**src/rtl/wake_time_task_scheduler_top_defines.svh**
```systemverilog
// ----------------------------------------------------------------------------
// Wake-time task scheduler assertion macros
// Concurrent assertion helpers sampled on i_clk and held off during reset.
// ----------------------------------------------------------------------------
`ifndef WAKE_TIME_TASK_SCHEDULER_TOP_DEFINES_SVH
`define WAKE_TIME_TASK_SCHEDULER_TOP_DEFINES_SVH

`ifndef SYNTHESIS

// Same-cycle implication.
`define WTTS_ASSERT_IMP(lbl, ante, cons, msg) \
    lbl: assert property (@(posedge i_clk) disable iff (!i_rst_n) (ante) |-> (cons)) \
        else $error(msg);

// Next-cycle implication.
`define WTTS_ASSERT_NXT(lbl, ante, cons, msg) \
    lbl: assert property (@(posedge i_clk) disable iff (!i_rst_n) (ante) |=> (cons)) \
        else $error(msg);

`else

`define WTTS_ASSERT_IMP(lbl, ante, cons, msg)
`define WTTS_ASSERT_NXT(lbl, ante, cons, msg)

`endif

`endif

```
**src/rtl/wtts_pkg.sv**
```systemverilog
// ----------------------------------------------------------------------------
// Wake-time task scheduler package
// Shared codes, defaults and types of the scheduler, its cells and control.
// ----------------------------------------------------------------------------
package wtts_pkg;

    localparam int MAX_TASKS_DEF = 16;
    localparam int TIME_BITS_DEF = 32;

    localparam logic [15:0] IDLE_SLEEP_RESET = 16'd10;

    // Operation codes.
    localparam logic [2:0] OP_ADD    = 3'd0;
    localparam logic [2:0] OP_STOP   = 3'd1;
    localparam logic [2:0] OP_RESUME = 3'd2;
    localparam logic [2:0] OP_POLL   = 3'd3;
    localparam logic [2:0] OP_REPORT = 3'd4;

    // Report outcomes.
    localparam logic [1:0] OC_DONE    = 2'd0;
    localparam logic [1:0] OC_SUSPEND = 2'd1;
    localparam logic [1:0] OC_REQUEUE = 2'd2;

    // Result status codes.
    localparam logic [1:0] ST_OK   = 2'd0;
    localparam logic [1:0] ST_MISS = 2'd1;
    localparam logic [1:0] ST_FULL = 2'd2;

    // Slot update broadcast to the cells.
    typedef enum logic [2:0] {
        CMD_NONE,
        CMD_ADD,
        CMD_CLEAR,
        CMD_QUEUE,
        CMD_UNQUEUE,
        CMD_SUSPEND
    } t_cmd;

    // Flags of the search probe that walks the cell chain.
    typedef struct packed {
        logic found;
        logic found_queued;
        logic found_susp;
        logic free_hit;
        logic best_hit;
    } t_probe_flags;

endpackage

```
**src/rtl/wtts_cell.sv**
```systemverilog
// ----------------------------------------------------------------------------
// Wake-time task scheduler cell
// One table slot plus one stage of the search probe handed down the chain.
// ----------------------------------------------------------------------------
module wtts_cell #(
    parameter int IDX_W     = 4,
    parameter int TIME_BITS = wtts_pkg::TIME_BITS_DEF,
    parameter int SLOT_IDX  = 0
) (
    input  logic                  i_clk,
    input  logic                  i_rst_n,
    // search key and slot update, broadcast to every cell
    input  logic [7:0]            i_id,
    input  wtts_pkg::t_cmd        i_cmd,
    input  logic [IDX_W-1:0]      i_cmd_idx,
    input  logic [TIME_BITS-1:0]  i_cmd_wake,
    // probe from the previous cell
    input  wtts_pkg::t_probe_flags i_flags,
    input  logic [IDX_W-1:0]      i_found_idx,
    input  logic [IDX_W-1:0]      i_free_idx,
    input  logic [IDX_W-1:0]      i_best_idx,
    input  logic [TIME_BITS-1:0]  i_best_wake,
    input  logic [7:0]            i_best_task,
    // probe to the next cell
    output wtts_pkg::t_probe_flags o_flags,
    output logic [IDX_W-1:0]      o_found_idx,
    output logic [IDX_W-1:0]      o_free_idx,
    output logic [IDX_W-1:0]      o_best_idx,
    output logic [TIME_BITS-1:0]  o_best_wake,
    output logic [7:0]            o_best_task,
    // slot flags for the summary outputs
    output logic                  o_slot_valid,
    output logic                  o_slot_queued,
    output logic                  o_slot_susp
);

    localparam logic [IDX_W-1:0] MyIdx = IDX_W'(SLOT_IDX);

    logic                  r_valid;
    logic                  r_queued;
    logic                  r_susp;
    logic [7:0]            r_task;
    logic [TIME_BITS-1:0]  r_wake;

    wtts_pkg::t_probe_flags r_flags;
    logic [IDX_W-1:0]      r_found_idx;
    logic [IDX_W-1:0]      r_free_idx;
    logic [IDX_W-1:0]      r_best_idx;
    logic [TIME_BITS-1:0]  r_best_wake;
    logic [7:0]            r_best_task;

    logic w_hit;
    logic w_match;
    logic w_take_free;
    logic w_take_best;

    assign w_hit       = (i_cmd_idx == MyIdx);
    assign w_match     = r_valid && (r_task == i_id);
    assign w_take_free = !i_flags.free_hit && !r_valid;
    // Strictly earlier wins, so equal wake times keep the lower slot.
    assign w_take_best = r_valid && r_queued &&
                         (!i_flags.best_hit || (r_wake < i_best_wake));

    // Slot flags.
    always_ff @(posedge i_clk) begin
        if (!i_rst_n) begin
            r_valid  <= 1'b0;
            r_queued <= 1'b0;
            r_susp   <= 1'b0;
        end else if (w_hit) begin
            unique case (i_cmd)
                wtts_pkg::CMD_ADD: begin
                    r_valid  <= 1'b1;
                    r_queued <= 1'b1;
                    r_susp   <= 1'b0;
                end
                wtts_pkg::CMD_CLEAR: begin
                    r_valid  <= 1'b0;
                    r_queued <= 1'b0;
                    r_susp   <= 1'b0;
                end
                wtts_pkg::CMD_QUEUE: begin
                    r_queued <= 1'b1;
                    r_susp   <= 1'b0;
                end
                wtts_pkg::CMD_UNQUEUE: begin
                    r_queued <= 1'b0;
                end
                wtts_pkg::CMD_SUSPEND: begin
                    r_susp <= 1'b1;
                end
                default: begin
                end
            endcase
        end
    end

    // Slot payload.
    always_ff @(posedge i_clk) begin
        if (w_hit) begin
            unique case (i_cmd)
                wtts_pkg::CMD_ADD: begin
                    r_task <= i_id;
                    r_wake <= '0;
                end
                wtts_pkg::CMD_QUEUE: begin
                    r_wake <= i_cmd_wake;
                end
                default: begin
                end
            endcase
        end
    end

    // Probe stage.
    always_ff @(posedge i_clk) begin
        if (!i_rst_n) begin
            r_flags <= '0;
        end else begin
            r_flags.found        <= i_flags.found || w_match;
            r_flags.found_queued <= i_flags.found ? i_flags.found_queued : r_queued;
            r_flags.found_susp   <= i_flags.found ? i_flags.found_susp : r_susp;
            r_flags.free_hit     <= i_flags.free_hit || w_take_free;
            r_flags.best_hit     <= i_flags.best_hit || w_take_best;
        end
    end

    always_ff @(posedge i_clk) begin
        r_found_idx <= (i_flags.found || !w_match) ? i_found_idx : MyIdx;
        r_free_idx  <= w_take_free ? MyIdx : i_free_idx;
        r_best_idx  <= w_take_best ? MyIdx : i_best_idx;
        r_best_wake <= w_take_best ? r_wake : i_best_wake;
        r_best_task <= w_take_best ? r_task : i_best_task;
    end

    assign o_flags       = r_flags;
    assign o_found_idx   = r_found_idx;
    assign o_free_idx    = r_free_idx;
    assign o_best_idx    = r_best_idx;
    assign o_best_wake   = r_best_wake;
    assign o_best_task   = r_best_task;
    assign o_slot_valid  = r_valid;
    assign o_slot_queued = r_queued;
    assign o_slot_susp   = r_susp;

endmodule

```
**src/rtl/wtts_ctrl.sv**
```systemverilog
// ----------------------------------------------------------------------------
// Wake-time task scheduler control
// Sequences one operation: probe sweep, decision, slot update, result word.
// ----------------------------------------------------------------------------
module wtts_ctrl #(
    parameter int MAX_TASKS = wtts_pkg::MAX_TASKS_DEF,
    parameter int IDX_W     = 4,
    parameter int TIME_BITS = wtts_pkg::TIME_BITS_DEF
) (
    input  logic                   i_clk,
    input  logic                   i_rst_n,
    // configuration
    input  logic                   i_cfg_we,
    input  logic [15:0]            i_cfg_wdata,
    // input word
    input  logic                   i_in_valid,
    output logic                   o_in_ready,
    input  logic [2:0]             i_opcode,
    input  logic [7:0]             i_task_id,
    input  logic [31:0]            i_now,
    input  logic [1:0]             i_outcome,
    input  logic [31:0]            i_wake_time,
    // probe leaving the last cell
    input  wtts_pkg::t_probe_flags i_flags,
    input  logic [IDX_W-1:0]       i_found_idx,
    input  logic [IDX_W-1:0]       i_free_idx,
    input  logic [IDX_W-1:0]       i_best_idx,
    input  logic [TIME_BITS-1:0]   i_best_wake,
    input  logic [7:0]             i_best_task,
    input  logic [MAX_TASKS-1:0]   i_slot_valid,
    input  logic [MAX_TASKS-1:0]   i_slot_queued,
    // broadcast to the cells
    output logic [7:0]             o_id,
    output wtts_pkg::t_cmd         o_cmd,
    output logic [IDX_W-1:0]       o_cmd_idx,
    output logic [TIME_BITS-1:0]   o_cmd_wake,
    // result word
    output logic                   o_out_valid,
    input  logic                   i_out_ready,
    output logic [1:0]             o_status,
    output logic                   o_granted,
    output logic [7:0]             o_granted_id,
    output logic [31:0]            o_sleep_ticks,
    output logic                   o_queue_empty,
    output logic                   o_table_empty
);

    typedef enum logic [2:0] {
        S_IDLE,
        S_SWEEP,
        S_DECIDE,
        S_APPLY,
        S_SUM
    } t_state;

    localparam logic [IDX_W-1:0] LastCnt = IDX_W'(MAX_TASKS - 1);

    t_state                r_state;
    logic [IDX_W-1:0]      r_cnt;
    logic [15:0]           r_idle;
    logic [2:0]            r_op;
    logic [7:0]            r_id;
    logic [TIME_BITS-1:0]  r_now;
    logic [1:0]            r_outcome;
    logic [TIME_BITS-1:0]  r_wake;

    wtts_pkg::t_cmd        r_cmd;
    logic [IDX_W-1:0]      r_cmd_idx;
    logic [TIME_BITS-1:0]  r_cmd_wake;

    logic [1:0]            r_res_status;
    logic                  r_res_granted;
    logic [7:0]            r_res_gid;
    logic [31:0]           r_res_sleep;

    logic                  r_out_valid;
    logic [1:0]            r_status;
    logic                  r_granted;
    logic [7:0]            r_granted_id;
    logic [31:0]           r_sleep_ticks;
    logic                  r_queue_empty;
    logic                  r_table_empty;

    wtts_pkg::t_cmd        n_cmd;
    logic [IDX_W-1:0]      n_cmd_idx;
    logic [TIME_BITS-1:0]  n_cmd_wake;
    logic [1:0]            n_status;
    logic                  n_granted;
    logic [7:0]            n_gid;
    logic [31:0]           n_sleep;

    logic                  w_accept;
    logic                  w_out_free;
    logic                  w_due;
    logic [TIME_BITS-1:0]  w_diff;
    logic [31:0]           w_diff32;

    assign w_accept   = i_in_valid && (r_state == S_IDLE);
    assign w_out_free = !r_out_valid || i_out_ready;
    assign w_due      = (i_best_wake <= r_now);
    assign w_diff     = i_best_wake - r_now;

    // Sleep lengths wider than the result field saturate.
    if (TIME_BITS > 32) begin : g_sat
        assign w_diff32 = (|w_diff[TIME_BITS-1:32]) ? '1 : w_diff[31:0];
    end else begin : g_nosat
        assign w_diff32 = 32'(w_diff);
    end

    // Decision on the swept probe.
    always_comb begin
        n_cmd      = wtts_pkg::CMD_NONE;
        n_cmd_idx  = i_found_idx;
        n_cmd_wake = r_wake;
        n_status   = wtts_pkg::ST_MISS;
        n_granted  = 1'b0;
        n_gid      = '0;
        n_sleep    = '0;
        unique case (r_op)
            wtts_pkg::OP_ADD: begin
                n_status = wtts_pkg::ST_FULL;
                if (!i_flags.found && i_flags.free_hit) begin
                    n_cmd     = wtts_pkg::CMD_ADD;
                    n_cmd_idx = i_free_idx;
                    n_status  = wtts_pkg::ST_OK;
                end
            end
            wtts_pkg::OP_STOP: begin
                if (i_flags.found) begin
                    n_cmd    = wtts_pkg::CMD_CLEAR;
                    n_status = wtts_pkg::ST_OK;
                end
            end
            wtts_pkg::OP_RESUME: begin
                if (i_flags.found && i_flags.found_susp) begin
                    n_cmd      = wtts_pkg::CMD_QUEUE;
                    n_cmd_wake = r_now;
                    n_status   = wtts_pkg::ST_OK;
                end
            end
            wtts_pkg::OP_POLL: begin
                n_status  = wtts_pkg::ST_OK;
                n_cmd_idx = i_best_idx;
                if (!i_flags.best_hit) begin
                    n_sleep = 32'(r_idle);
                end else if (w_due) begin
                    n_cmd     = wtts_pkg::CMD_UNQUEUE;
                    n_granted = 1'b1;
                    n_gid     = i_best_task;
                end else begin
                    n_sleep = w_diff32;
                end
            end
            wtts_pkg::OP_REPORT: begin
                if (i_flags.found && !i_flags.found_queued && !i_flags.found_susp) begin
                    priority if (r_outcome == wtts_pkg::OC_DONE) begin
                        n_cmd    = wtts_pkg::CMD_CLEAR;
                        n_status = wtts_pkg::ST_OK;
                    end else if (r_outcome == wtts_pkg::OC_SUSPEND) begin
                        n_cmd    = wtts_pkg::CMD_SUSPEND;
                        n_status = wtts_pkg::ST_OK;
                    end else if (r_outcome == wtts_pkg::OC_REQUEUE) begin
                        n_cmd    = wtts_pkg::CMD_QUEUE;
                        n_status = wtts_pkg::ST_OK;
                    end else begin
                        n_status = wtts_pkg::ST_MISS;
                    end
                end
            end
            default: begin
            end
        endcase
    end

    // Configuration register.
    always_ff @(posedge i_clk) begin
        if (!i_rst_n) begin
            r_idle <= wtts_pkg::IDLE_SLEEP_RESET;
        end else if (i_cfg_we) begin
            r_idle <= i_cfg_wdata;
        end
    end

    // Operand capture.
    always_ff @(posedge i_clk) begin
        if (w_accept) begin
            r_op      <= i_opcode;
            r_id      <= i_task_id;
            r_now     <= TIME_BITS'(i_now);
            r_outcome <= i_outcome;
            r_wake    <= TIME_BITS'(i_wake_time);
        end
    end

    // Sequencer with its registered outputs.
    always_ff @(posedge i_clk) begin
        if (!i_rst_n) begin
            r_state     <= S_IDLE;
            r_cnt       <= '0;
            r_cmd       <= wtts_pkg::CMD_NONE;
            r_out_valid <= 1'b0;
        end else begin
            // The summary step reloads the output register itself.
            if (r_out_valid && i_out_ready && (r_state != S_SUM)) begin
                r_out_valid <= 1'b0;
            end
            unique case (r_state)
                S_IDLE: begin
                    r_cnt <= '0;
                    if (w_accept) begin
                        r_state <= S_SWEEP;
                    end
                end
                S_SWEEP: begin
                    r_cnt <= r_cnt + 1'b1;
                    if (r_cnt == LastCnt) begin
                        r_state <= S_DECIDE;
                    end
                end
                S_DECIDE: begin
                    r_cmd         <= n_cmd;
                    r_cmd_idx     <= n_cmd_idx;
                    r_cmd_wake    <= n_cmd_wake;
                    r_res_status  <= n_status;
                    r_res_granted <= n_granted;
                    r_res_gid     <= n_gid;
                    r_res_sleep   <= n_sleep;
                    r_state       <= S_APPLY;
                end
                S_APPLY: begin
                    r_cmd   <= wtts_pkg::CMD_NONE;
                    r_state <= S_SUM;
                end
                S_SUM: begin
                    if (w_out_free) begin
                        r_out_valid   <= 1'b1;
                        r_status      <= r_res_status;
                        r_granted     <= r_res_granted;
                        r_granted_id  <= r_res_gid;
                        r_sleep_ticks <= r_res_sleep;
                        r_queue_empty <= ~|(i_slot_valid & i_slot_queued);
                        r_table_empty <= ~|i_slot_valid;
                        r_state       <= S_IDLE;
                    end else if (r_out_valid && i_out_ready) begin
                        r_out_valid <= 1'b0;
                    end
                end
                default: begin
                    r_state <= S_IDLE;
                end
            endcase
        end
    end

    assign o_in_ready    = (r_state == S_IDLE);
    assign o_id          = r_id;
    assign o_cmd         = r_cmd;
    assign o_cmd_idx     = r_cmd_idx;
    assign o_cmd_wake    = r_cmd_wake;
    assign o_out_valid   = r_out_valid;
    assign o_status      = r_status;
    assign o_granted     = r_granted;
    assign o_granted_id  = r_granted_id;
    assign o_sleep_ticks = r_sleep_ticks;
    assign o_queue_empty = r_queue_empty;
    assign o_table_empty = r_table_empty;

endmodule

```
**src/rtl/wake_time_task_scheduler_top.sv**
```systemverilog
// ----------------------------------------------------------------------------
// Wake-time task scheduler
// Task table with earliest-wake-time polling, built as a chain of slot cells.
// ----------------------------------------------------------------------------
// The scheduler keeps up to MAX_TASKS tasks, one per cell of a linear chain,
// and takes one operation word at a time: add, stop, resume, poll or report.
// Every operation sends a search probe down the chain, one cell per clock;
// the probe collects the slot that holds the named task, the lowest free slot
// and the queued slot with the earliest wake time (lower slot on a tie). The
// control then decides, broadcasts one slot update to the cells, and builds
// the result word from the updated slot flags. The input is taken again as
// soon as the result sits in the output register, so a result that waits on
// the output side does not hold up the next word. Times are handled TIME_BITS
// wide and compared as plain unsigned values; a sleep length wider than 32
// bits saturates. The idle sleep length register resets to 10 ticks and is
// written through i_cfg_we / i_cfg_wdata; the user is to write it only while
// the block is idle, which the block itself does not enforce.
// ----------------------------------------------------------------------------
`include "wake_time_task_scheduler_top_defines.svh"

module wake_time_task_scheduler_top #(
    parameter int MAX_TASKS = wtts_pkg::MAX_TASKS_DEF,
    parameter int TIME_BITS = wtts_pkg::TIME_BITS_DEF
) (
    input  logic        i_clk,
    input  logic        i_rst_n,
    // Idle sleep length register.
    input  logic        i_cfg_we,
    input  logic [15:0] i_cfg_wdata,
    // Operation words.
    input  logic        s_axis_tvalid,
    output logic        s_axis_tready,
    // [7:0] task_id, [39:8] now, [41:40] outcome, [73:42] wake_time, rest zero
    input  logic [79:0] s_axis_tdata,
    // [2:0] opcode
    input  logic [2:0]  s_axis_tuser,
    // Result words.
    output logic        m_axis_tvalid,
    input  logic        m_axis_tready,
    // [1:0] status, [2] granted, [10:3] granted_id, [42:11] sleep_ticks,
    // [43] queue_empty, [44] table_empty, rest zero
    output logic [47:0] m_axis_tdata
);

    localparam int IDX_W = (MAX_TASKS > 1) ? $clog2(MAX_TASKS) : 1;

    // Probe links between cells; link 0 is the empty probe fed to cell 0.
    wtts_pkg::t_probe_flags w_flags     [MAX_TASKS+1];
    logic [IDX_W-1:0]       w_found_idx [MAX_TASKS+1];
    logic [IDX_W-1:0]       w_free_idx  [MAX_TASKS+1];
    logic [IDX_W-1:0]       w_best_idx  [MAX_TASKS+1];
    logic [TIME_BITS-1:0]   w_best_wake [MAX_TASKS+1];
    logic [7:0]             w_best_task [MAX_TASKS+1];

    logic [MAX_TASKS-1:0]   w_slot_valid;
    logic [MAX_TASKS-1:0]   w_slot_queued;
    logic [MAX_TASKS-1:0]   w_slot_susp;

    logic [7:0]             w_id;
    wtts_pkg::t_cmd         w_cmd;
    logic [IDX_W-1:0]       w_cmd_idx;
    logic [TIME_BITS-1:0]   w_cmd_wake;

    logic [1:0]             w_status;
    logic                   w_granted;
    logic [7:0]             w_granted_id;
    logic [31:0]            w_sleep_ticks;
    logic                   w_queue_empty;
    logic                   w_table_empty;

    assign w_flags[0]     = '0;
    assign w_found_idx[0] = '0;
    assign w_free_idx[0]  = '0;
    assign w_best_idx[0]  = '0;
    assign w_best_wake[0] = '0;
    assign w_best_task[0] = '0;

    // The slot chain: each cell owns one table entry and one probe stage.
    for (genvar g = 0; g < MAX_TASKS; g++) begin : g_cell
        wtts_cell #(
            .IDX_W     (IDX_W),
            .TIME_BITS (TIME_BITS),
            .SLOT_IDX  (g)
        ) u_cell (
            .i_clk         (i_clk),
            .i_rst_n       (i_rst_n),
            .i_id          (w_id),
            .i_cmd         (w_cmd),
            .i_cmd_idx     (w_cmd_idx),
            .i_cmd_wake    (w_cmd_wake),
            .i_flags       (w_flags[g]),
            .i_found_idx   (w_found_idx[g]),
            .i_free_idx    (w_free_idx[g]),
            .i_best_idx    (w_best_idx[g]),
            .i_best_wake   (w_best_wake[g]),
            .i_best_task   (w_best_task[g]),
            .o_flags       (w_flags[g+1]),
            .o_found_idx   (w_found_idx[g+1]),
            .o_free_idx    (w_free_idx[g+1]),
            .o_best_idx    (w_best_idx[g+1]),
            .o_best_wake   (w_best_wake[g+1]),
            .o_best_task   (w_best_task[g+1]),
            .o_slot_valid  (w_slot_valid[g]),
            .o_slot_queued (w_slot_queued[g]),
            .o_slot_susp   (w_slot_susp[g])
        );
    end

    // Sequencer, decision logic, configuration and the output register.
    wtts_ctrl #(
        .MAX_TASKS (MAX_TASKS),
        .IDX_W     (IDX_W),
        .TIME_BITS (TIME_BITS)
    ) u_ctrl (
        .i_clk         (i_clk),
        .i_rst_n       (i_rst_n),
        .i_cfg_we      (i_cfg_we),
        .i_cfg_wdata   (i_cfg_wdata),
        .i_in_valid    (s_axis_tvalid),
        .o_in_ready    (s_axis_tready),
        .i_opcode      (s_axis_tuser),
        .i_task_id     (s_axis_tdata[7:0]),
        .i_now         (s_axis_tdata[39:8]),
        .i_outcome     (s_axis_tdata[41:40]),
        .i_wake_time   (s_axis_tdata[73:42]),
        .i_flags       (w_flags[MAX_TASKS]),
        .i_found_idx   (w_found_idx[MAX_TASKS]),
        .i_free_idx    (w_free_idx[MAX_TASKS]),
        .i_best_idx    (w_best_idx[MAX_TASKS]),
        .i_best_wake   (w_best_wake[MAX_TASKS]),
        .i_best_task   (w_best_task[MAX_TASKS]),
        .i_slot_valid  (w_slot_valid),
        .i_slot_queued (w_slot_queued),
        .o_id          (w_id),
        .o_cmd         (w_cmd),
        .o_cmd_idx     (w_cmd_idx),
        .o_cmd_wake    (w_cmd_wake),
        .o_out_valid   (m_axis_tvalid),
        .i_out_ready   (m_axis_tready),
        .o_status      (w_status),
        .o_granted     (w_granted),
        .o_granted_id  (w_granted_id),
        .o_sleep_ticks (w_sleep_ticks),
        .o_queue_empty (w_queue_empty),
        .o_table_empty (w_table_empty)
    );

    assign m_axis_tdata = {3'b000, w_table_empty, w_queue_empty, w_sleep_ticks,
                           w_granted_id, w_granted, w_status};

    // A slot is only queued or suspended while it holds a task, and a
    // suspended task is never queued at the same time.
    `WTTS_ASSERT_IMP(a_flags_consistent, 1'b1, ((w_slot_queued | w_slot_susp) & ~w_slot_valid) == '0 && (w_slot_queued & w_slot_susp) == '0, "slot flags inconsistent")

    // One operation at a time: an accepted word closes the input until done.
    `WTTS_ASSERT_NXT(a_one_at_a_time, s_axis_tvalid && s_axis_tready, !s_axis_tready, "input taken while an operation is in flight")

    // A grant always comes with status ok and no sleep length.
    `WTTS_ASSERT_IMP(a_grant_result, m_axis_tvalid && w_granted, w_status == wtts_pkg::ST_OK && w_sleep_ticks == '0, "grant with bad status or sleep")

    // An empty table cannot leave anything in the queue.
    `WTTS_ASSERT_IMP(a_empty_table, m_axis_tvalid && w_table_empty, w_queue_empty, "queue not empty with an empty table")

endmodule
```
**config.mk**
```make
export PLATFORM = sky130hd
export DESIGN_NAME = wake_time_task_scheduler_top
export DESIGN_NICKNAME = d
export VERILOG_FILES = /design/src/rtl/wtts_pkg.sv /design/src/rtl/wtts_cell.sv /design/src/rtl/wtts_ctrl.sv /design/src/rtl/wake_time_task_scheduler_top.sv
export VERILOG_INCLUDE_DIRS = /design/src /design/src/rtl
export SDC_FILE = /design/constraint.sdc
export NUM_CORES = 2
export LEC_CHECK = 0
export BUFFER_PORTS_ARGS = -buffer_cell sky130_fd_sc_hd__buf_2
export CAP_MARGIN = 30
export CORE_UTILIZATION = 55
export CTS_CLUSTER_DIAMETER = 50
export CTS_CLUSTER_SIZE = 14
export DETAILED_ROUTE_END_ITERATION = 10
export PLACE_DENSITY = 0.71
export SLEW_MARGIN = 25
export SYNTH_ARGS = -nofsm -noshare
export SYNTH_HDL_FRONTEND = slang
export SYNTH_HIERARCHICAL = 1
export SYNTH_SLANG_ARGS = --single-unit
export TNS_END_PERCENT = 30
```
**constraint.sdc**
```tcl
create_clock -name i_clk -period 7.5 [get_ports i_clk]
set_input_delay 0.75 -clock i_clk [delete_from_list [all_inputs] [get_ports i_clk]]
set_output_delay 0.75 -clock i_clk [all_outputs]
set_load 0.01 [all_outputs]
```
Word level (Yosys, flattened, before mapping)
Cells that the tools add are included.

Register bits: 1783. Input bits: 104.

Bitwise gates (word level): 3. Equal/unequal tests: 51. Add/subtract/negate cells: 2. Reductions and logical operators: 313. Order comparisons: 16. Mux-type cells: 99.

Operators with widths (count): 32-bit two-way mux (17); 32-bit < comparator (15); 2-bit AND reduction (82); 8-bit equality test (16); 8-bit two-way mux (15); 1-bit logical OR (76); 1-bit logical AND (69); 1-bit logical NOT (67); 32-bit case mux with 2 select lines (1); 1-bit two-way mux (39); 4-bit equality test, second input constant (9); 32-bit less-or-equal comparator (1); 16-bit two-way mux (2); 16-bit OR reduction (2); 32-bit subtractor (1); 3-bit case mux with 5 select lines (2); 3-bit two-way mux (8); 3-bit by 2-bit equality test with 1-bit output, second input constant (6); 16-bit bitwise AND (1); 4-bit by 3-bit equality test with 1-bit output, second input constant (4); 4-bit case mux with 2 select lines (2); 2-bit two-way mux (7); 3-bit equality test, second input constant (4); 2-bit nonzero test (6); other kinds (19) (32).

Depth between registers and ports, before layout
Depth after elaboration: 7. Mapped depth: 13. Gate-level depth less buffers: 12.

Hierarchy
The synthesis kept the hierarchy.

By module, submodules not included: wtts_cell at g_cell[11].u_cell ... (cells an instance 353, area each 4289.1 um2, seq. area each 2402.3 um2, times used 6); wtts_cell at g_cell[10].u_cell ... (cells an instance 352, area each 4290.4 um2, seq. area each 2402.3 um2, times used 4); wtts_ctrl (cells an instance 759, area each 10095.9 um2, seq. area each 6576.3 um2, times used 1); wtts_cell at g_cell[4].u_cell ... (cells an instance 354, area each 4297.9 um2, seq. area each 2402.3 um2, times used 2); wtts_cell at g_cell[1].u_cell ... (cells an instance 352, area each 4289.1 um2, seq. area each 2402.3 um2, times used 2); wtts_cell at g_cell[0].u_cell (cells an instance 352, area each 4286.6 um2, seq. area each 2402.3 um2, times used 1); wtts_cell at g_cell[15].u_cell (cells an instance 353, area each 4286.6 um2, seq. area each 2402.3 um2, times used 1); wake_time_task_scheduler_top (cells an instance 7, area each 48.8 um2, seq. area each 0.0 um2, times used 1).

Least setup slack after synthesis
No wires, ideal clock.

Path kind: input -> register. From: input i_rst_n. To: register u_ctrl.r_cmd_idx[0] (netlist: u_ctrl/o_cmd_idx[0]) (enable). Data required time: 6.983 ns. Setup time: 0.517 ns. Arrival time: 4.400 ns. Buffers on the path: 1. Path slack: 2.583 ns. Stages on the path: 3. Cells stage by stage: clkbuf_1 -> nand2b_1 -> nor2_1.

Longest elaborated chain between the ends: 1.

RTL lines: start: declaration (RTL line wake_time_task_scheduler_top.sv:26) `input logic i_rst_n,`; 2-bit AND reduction (no line); end signal: assignment (RTL line wtts_ctrl.sv:222) `r_cmd_idx <= n_cmd_idx;`; end: declaration (RTL line wtts_ctrl.sv:68) `logic [IDX_W-1:0] r_cmd_idx;`.

Every way passes these cells. A chain may end at the register's enable or synchronous reset.

Final worst setup path
From: register u_ctrl.r_cmd_idx[3] (netlist: u_ctrl/o_cmd_idx[3]). To: register g_cell[1].u_cell.r_task[0] (enable).

Longest elaborated chain between the ends: 2.

RTL lines: 4-bit by 1-bit equality test with 1-bit output (RTL line wtts_cell.sv:57) `assign w_hit = (i_cmd_idx == MyIdx);`; 2-bit AND reduction (no line); end signal: assignment (RTL line wtts_cell.sv:103) `r_task <= i_id;`; end: declaration (RTL line wtts_cell.sv:42) `logic [7:0] r_task;`.

Every way passes these cells.

==> flow_metrics.py <==
metrics = {
    "synth": {
        "synthXorXnorAreaFrac_pct": 1.69,
        "synth.cell_area_um2": 78800,
        "synth-simple-area-share_pct": 11.8,
        "yosysWarnings": 6,
        "async_flop_share_pct": 0,
        "ys.flop_type": "dfxtp_1",
        "synth-edff-count": 841,
        "avgSynthCellArea_um2": 12.3,
        "synth_compound_area_share_pct": 6.14,
        "synthCells": 6409,
        "synth_fa_ha_area_share_pct": 8.49,
        "yosysSeqAreaShare_pct": 57.1,
        "ys_ff_latch": 1828,
        "synth_top_family_by_area": "simple AND/OR/NAND/NOR gates",
        "yosysUniqueCellTypes": 71,
        "synth.mux.area_fraction_pct": 10.7,
    },
    "detailed_routing": {
        "drt_iter0_drc": 2160,
        "dr_total_vias": 45900,
        "wire_per_inst_um": 17.5,
        "vias_per_cell": 5.22,
        "wl_um": 154000,
        "first_pass_iters": 6,
        "drtAntennaViolNets": 0,
        "drc": 0,
    },
    "floorplanning": {
        "std_cell_rows": 138,
        "top_level_ports": 154,
        "die_h_um": 380,
        "dieArea_um2": 145000,
        "core_um2": 142000,
        "dieWidth_um": 380,
        "start_util_pct": 55.6,
    },
    "layout": {
        "area_growth_syn_to_layout_pct": 11.0,
        "drive_gt1_share_pct": 18.7,
        "finalNetCount": 7394,
        "postLayoutCoreUtil_pct": 61.7,
        "stdcell_count": 8788,
    },
    "power_and_ir_drop": {
        "power.total_mw": 20.2,
        "power_density_nw_per_um2": 231,
        "ir_worst_vdd_uv": 202,
        "p_leak_nw": 34.0,
    },
    "clock_tree": {
        "cts_buffer_depth": 3,
        "h-tree-depth": 4,
        "clk_latency_ns": 0.79,
        "clock-sinks": 1828,
        "postCtsHoldBufs": 0,
        "clk_pin_slew_ns": 0.06,
        "cts_resized": 0,
        "cts_buffers": 165,
        "cts-root-buf": "clkbuf_16",
        "cts_tree": "yes",
        "postCtsSetupBuffers": 0,
    },
    "placement": {
        "post-place-ws_ns": 4.07,
        "dp.cells": 8473,
        "dp_hpwl_um": 114000,
        "place.gp.congestion": 0.892,
        "io_buffers": 144,
    },
    "worst_setup_path": {
        "cp-end-kind": "flip-flop",
        "required_ns": 7.90,
        "worstPathArrival_ns": 3.82,
        "critPathMaxFanout": 33,
        "startpoint_type": "flip-flop",
        "crit_type": "flip-flop to flip-flop",
    },
    "sta": {
        "worst_slack_ns": 4.07,
        "skew_ns": 0.0257,
        "max_slew_margin_pct": 25.7,
        "fin_tns_setup_ns": 0,
        "tightest_slew_ns": 1.10,
        "maxSlewViolCount": 0,
        "fmax_mhz": 292,
        "fin_crit_ns": 3.43,
        "setup_viol": 0,
        "fin_crit_sh_pct": 45.7,
        "rsz0062_at_grt": "no",
        "hold_viol": 0,
    },
    "grt": {
        "grt_pass1_wl_um": 247000,
        "antenna_found_initial": 1,
        "grt_overflow_total": 0,
        "grt_start_max_net_pins": 98,
        "track_usage_pct": 21.3,
        "grt_pass1_vias": 47400,
    },
    "hold_path": {
        "hold_path_class": "input port to flip-flop",
    },
    "outcome": {
        "status": "completed",
    },
    "job": {
        "maxCapViolations": 0,
    },
}
## synthesized netlist by cell type, drive strengths merged (50+ instances only)
| library cell | n | area, um^2 |
|---|---|---|
| nor2b | 229 | 1430 |
| o21ai | 186 | 935 |
| mux2 | 672 | 7930 |
| or2 | 97 | 607 |
| dfxtp | 987 | 19800 |
| buf | 74 | 807 |
| nand2 | 377 | 1420 |
| a21oi | 342 | 1710 |
| a21boi | 50 | 375 |
| inv | 566 | 2120 |
| nand4 | 73 | 457 |
| nor2 | 169 | 637 |
| ha | 533 | 6670 |
| and2 | 542 | 3390 |
| xnor2 | 140 | 1230 |
| edfxtp | 841 | 25300 |
| clkbuf | 68 | 256 |
| nor3 | 54 | 282 |
## layout by cell type (no fill, tap or decap), types with 40 or more instances in the layout
master     count
nand4_1       73
clkbuf_1      70
xnor2_1      140
nand2_1      376
conb_1        98
clkbuf_16    170
edfxtp_1     841
nor3_1        53
a21boi_0      50
o21ai_0      183
mux2_2       576
dfxtp_1      984
buf_2        144
inv_1        566
ha_1         533
nor2_1       166
nor2b_1      229
mux2i_1       49
or2_2         97
buf_4         74
a21oi_1      342
and2_1       541
o21a_1        40
mux2_4        96
## worst max-delay path, cell delays in order, from the launching register on
cell	delay, ns
edfxtp_1	0.72
nor4b_1	0.79
nor2b_1	0.29
and2_1	0.16
buf_4	0.40
nor2b_1	0.67
## stage by stage
step / cell area, um^2 / hold WS (ns)
finish: 87500 / 0.145
global route: 87500 / 0.0934
CTS: 87400 / 0.0824
detailed placement: 82000 / 0.397
global placement: 81900 / 0.397
floorplan: 79200 / 0.393
## cell type report
class | instances | area [um^2]
multi-input cells | 3970 | 31200
clock inverters | 56 | 744
diodes | 2 | 5.00
fillers | 10800 | 54300
inverters | 566 | 2120
repair buffers | 225 | 1390
clock buffers | 251 | 4660
well taps | 1890 | 2360
flip-flops and latches | 1828 | 45000
## layer usage
layer / up-vias / global-route usage (%) / wire length [um]
met4: 0 / 8.34 / 5490
li1: 22900 / - / -
met2: 781 / 38.4 / 77400
met5: - / 0 / 0
met3: 289 / 2.98 / 5080
met1: 21900 / 25.5 / 65800
## flip-flops by register name, indices dropped and copies added, names as in the netlist, 16 cells and up
signal	count
g_cell.u_cell/o_best_idx	64
g_cell.u_cell/o_best_task	128
g_cell.u_cell/o_best_wake	512
g_cell.u_cell/o_flags	80
g_cell.u_cell/o_found_idx	64
g_cell.u_cell/o_free_idx	64
g_cell.u_cell/o_slot_queued	16
g_cell.u_cell/o_slot_susp	16
g_cell.u_cell/o_slot_valid	16
g_cell.u_cell/r_task	128
g_cell.u_cell/r_wake	512
u_ctrl/o_cmd_wake	32
u_ctrl/o_sleep_ticks	32
u_ctrl/r_idle	16
u_ctrl/r_now	32
u_ctrl/r_res_sleep	32
u_ctrl/r_wake	32
## kinds of logic after synthesis
family                     after synthesis
other                                    1
DFF                                   1828
and+or+nand+nor                       1688
adders and majority gates              534
muxes                                  721
AOI/OAI and AO/OA                      777
buffers and inverters                  708
xor gates and xnor gates               152
## path summary, 6_finish.rpt
| kind | from | endpoint | slack [ns] | cells past startpoint |
|---|---|---|---|---|
| max | u_ctrl/o_cmd_idx[3] | g_cell[1].u_cell/r_task[0] | 4.07 | 5 |
| min | s_axis_tdata[67] | u_ctrl/r_wake[25] | 0.14 | 1 |
| min reg2reg | g_cell[2].u_cell/o_found_idx[1] | g_cell[3].u_cell/o_found_idx[1] | 0.40 | 1 |
| max reg2reg | u_ctrl/o_cmd_idx[3] | g_cell[1].u_cell/r_task[0] | 4.07 | 5 |
## where the power goes
part | switching, mW | internal [mW] | leakage, nW | total (mW)
clock network | 3.58 | 4.81 | 2.62 | 8.39
logic | 0.543 | 0.496 | 16.1 | 1.04
registers | 0.148 | 10.7 | 15.2 | 10.8
No activity file was read; power rests on OpenSTA's default activity.
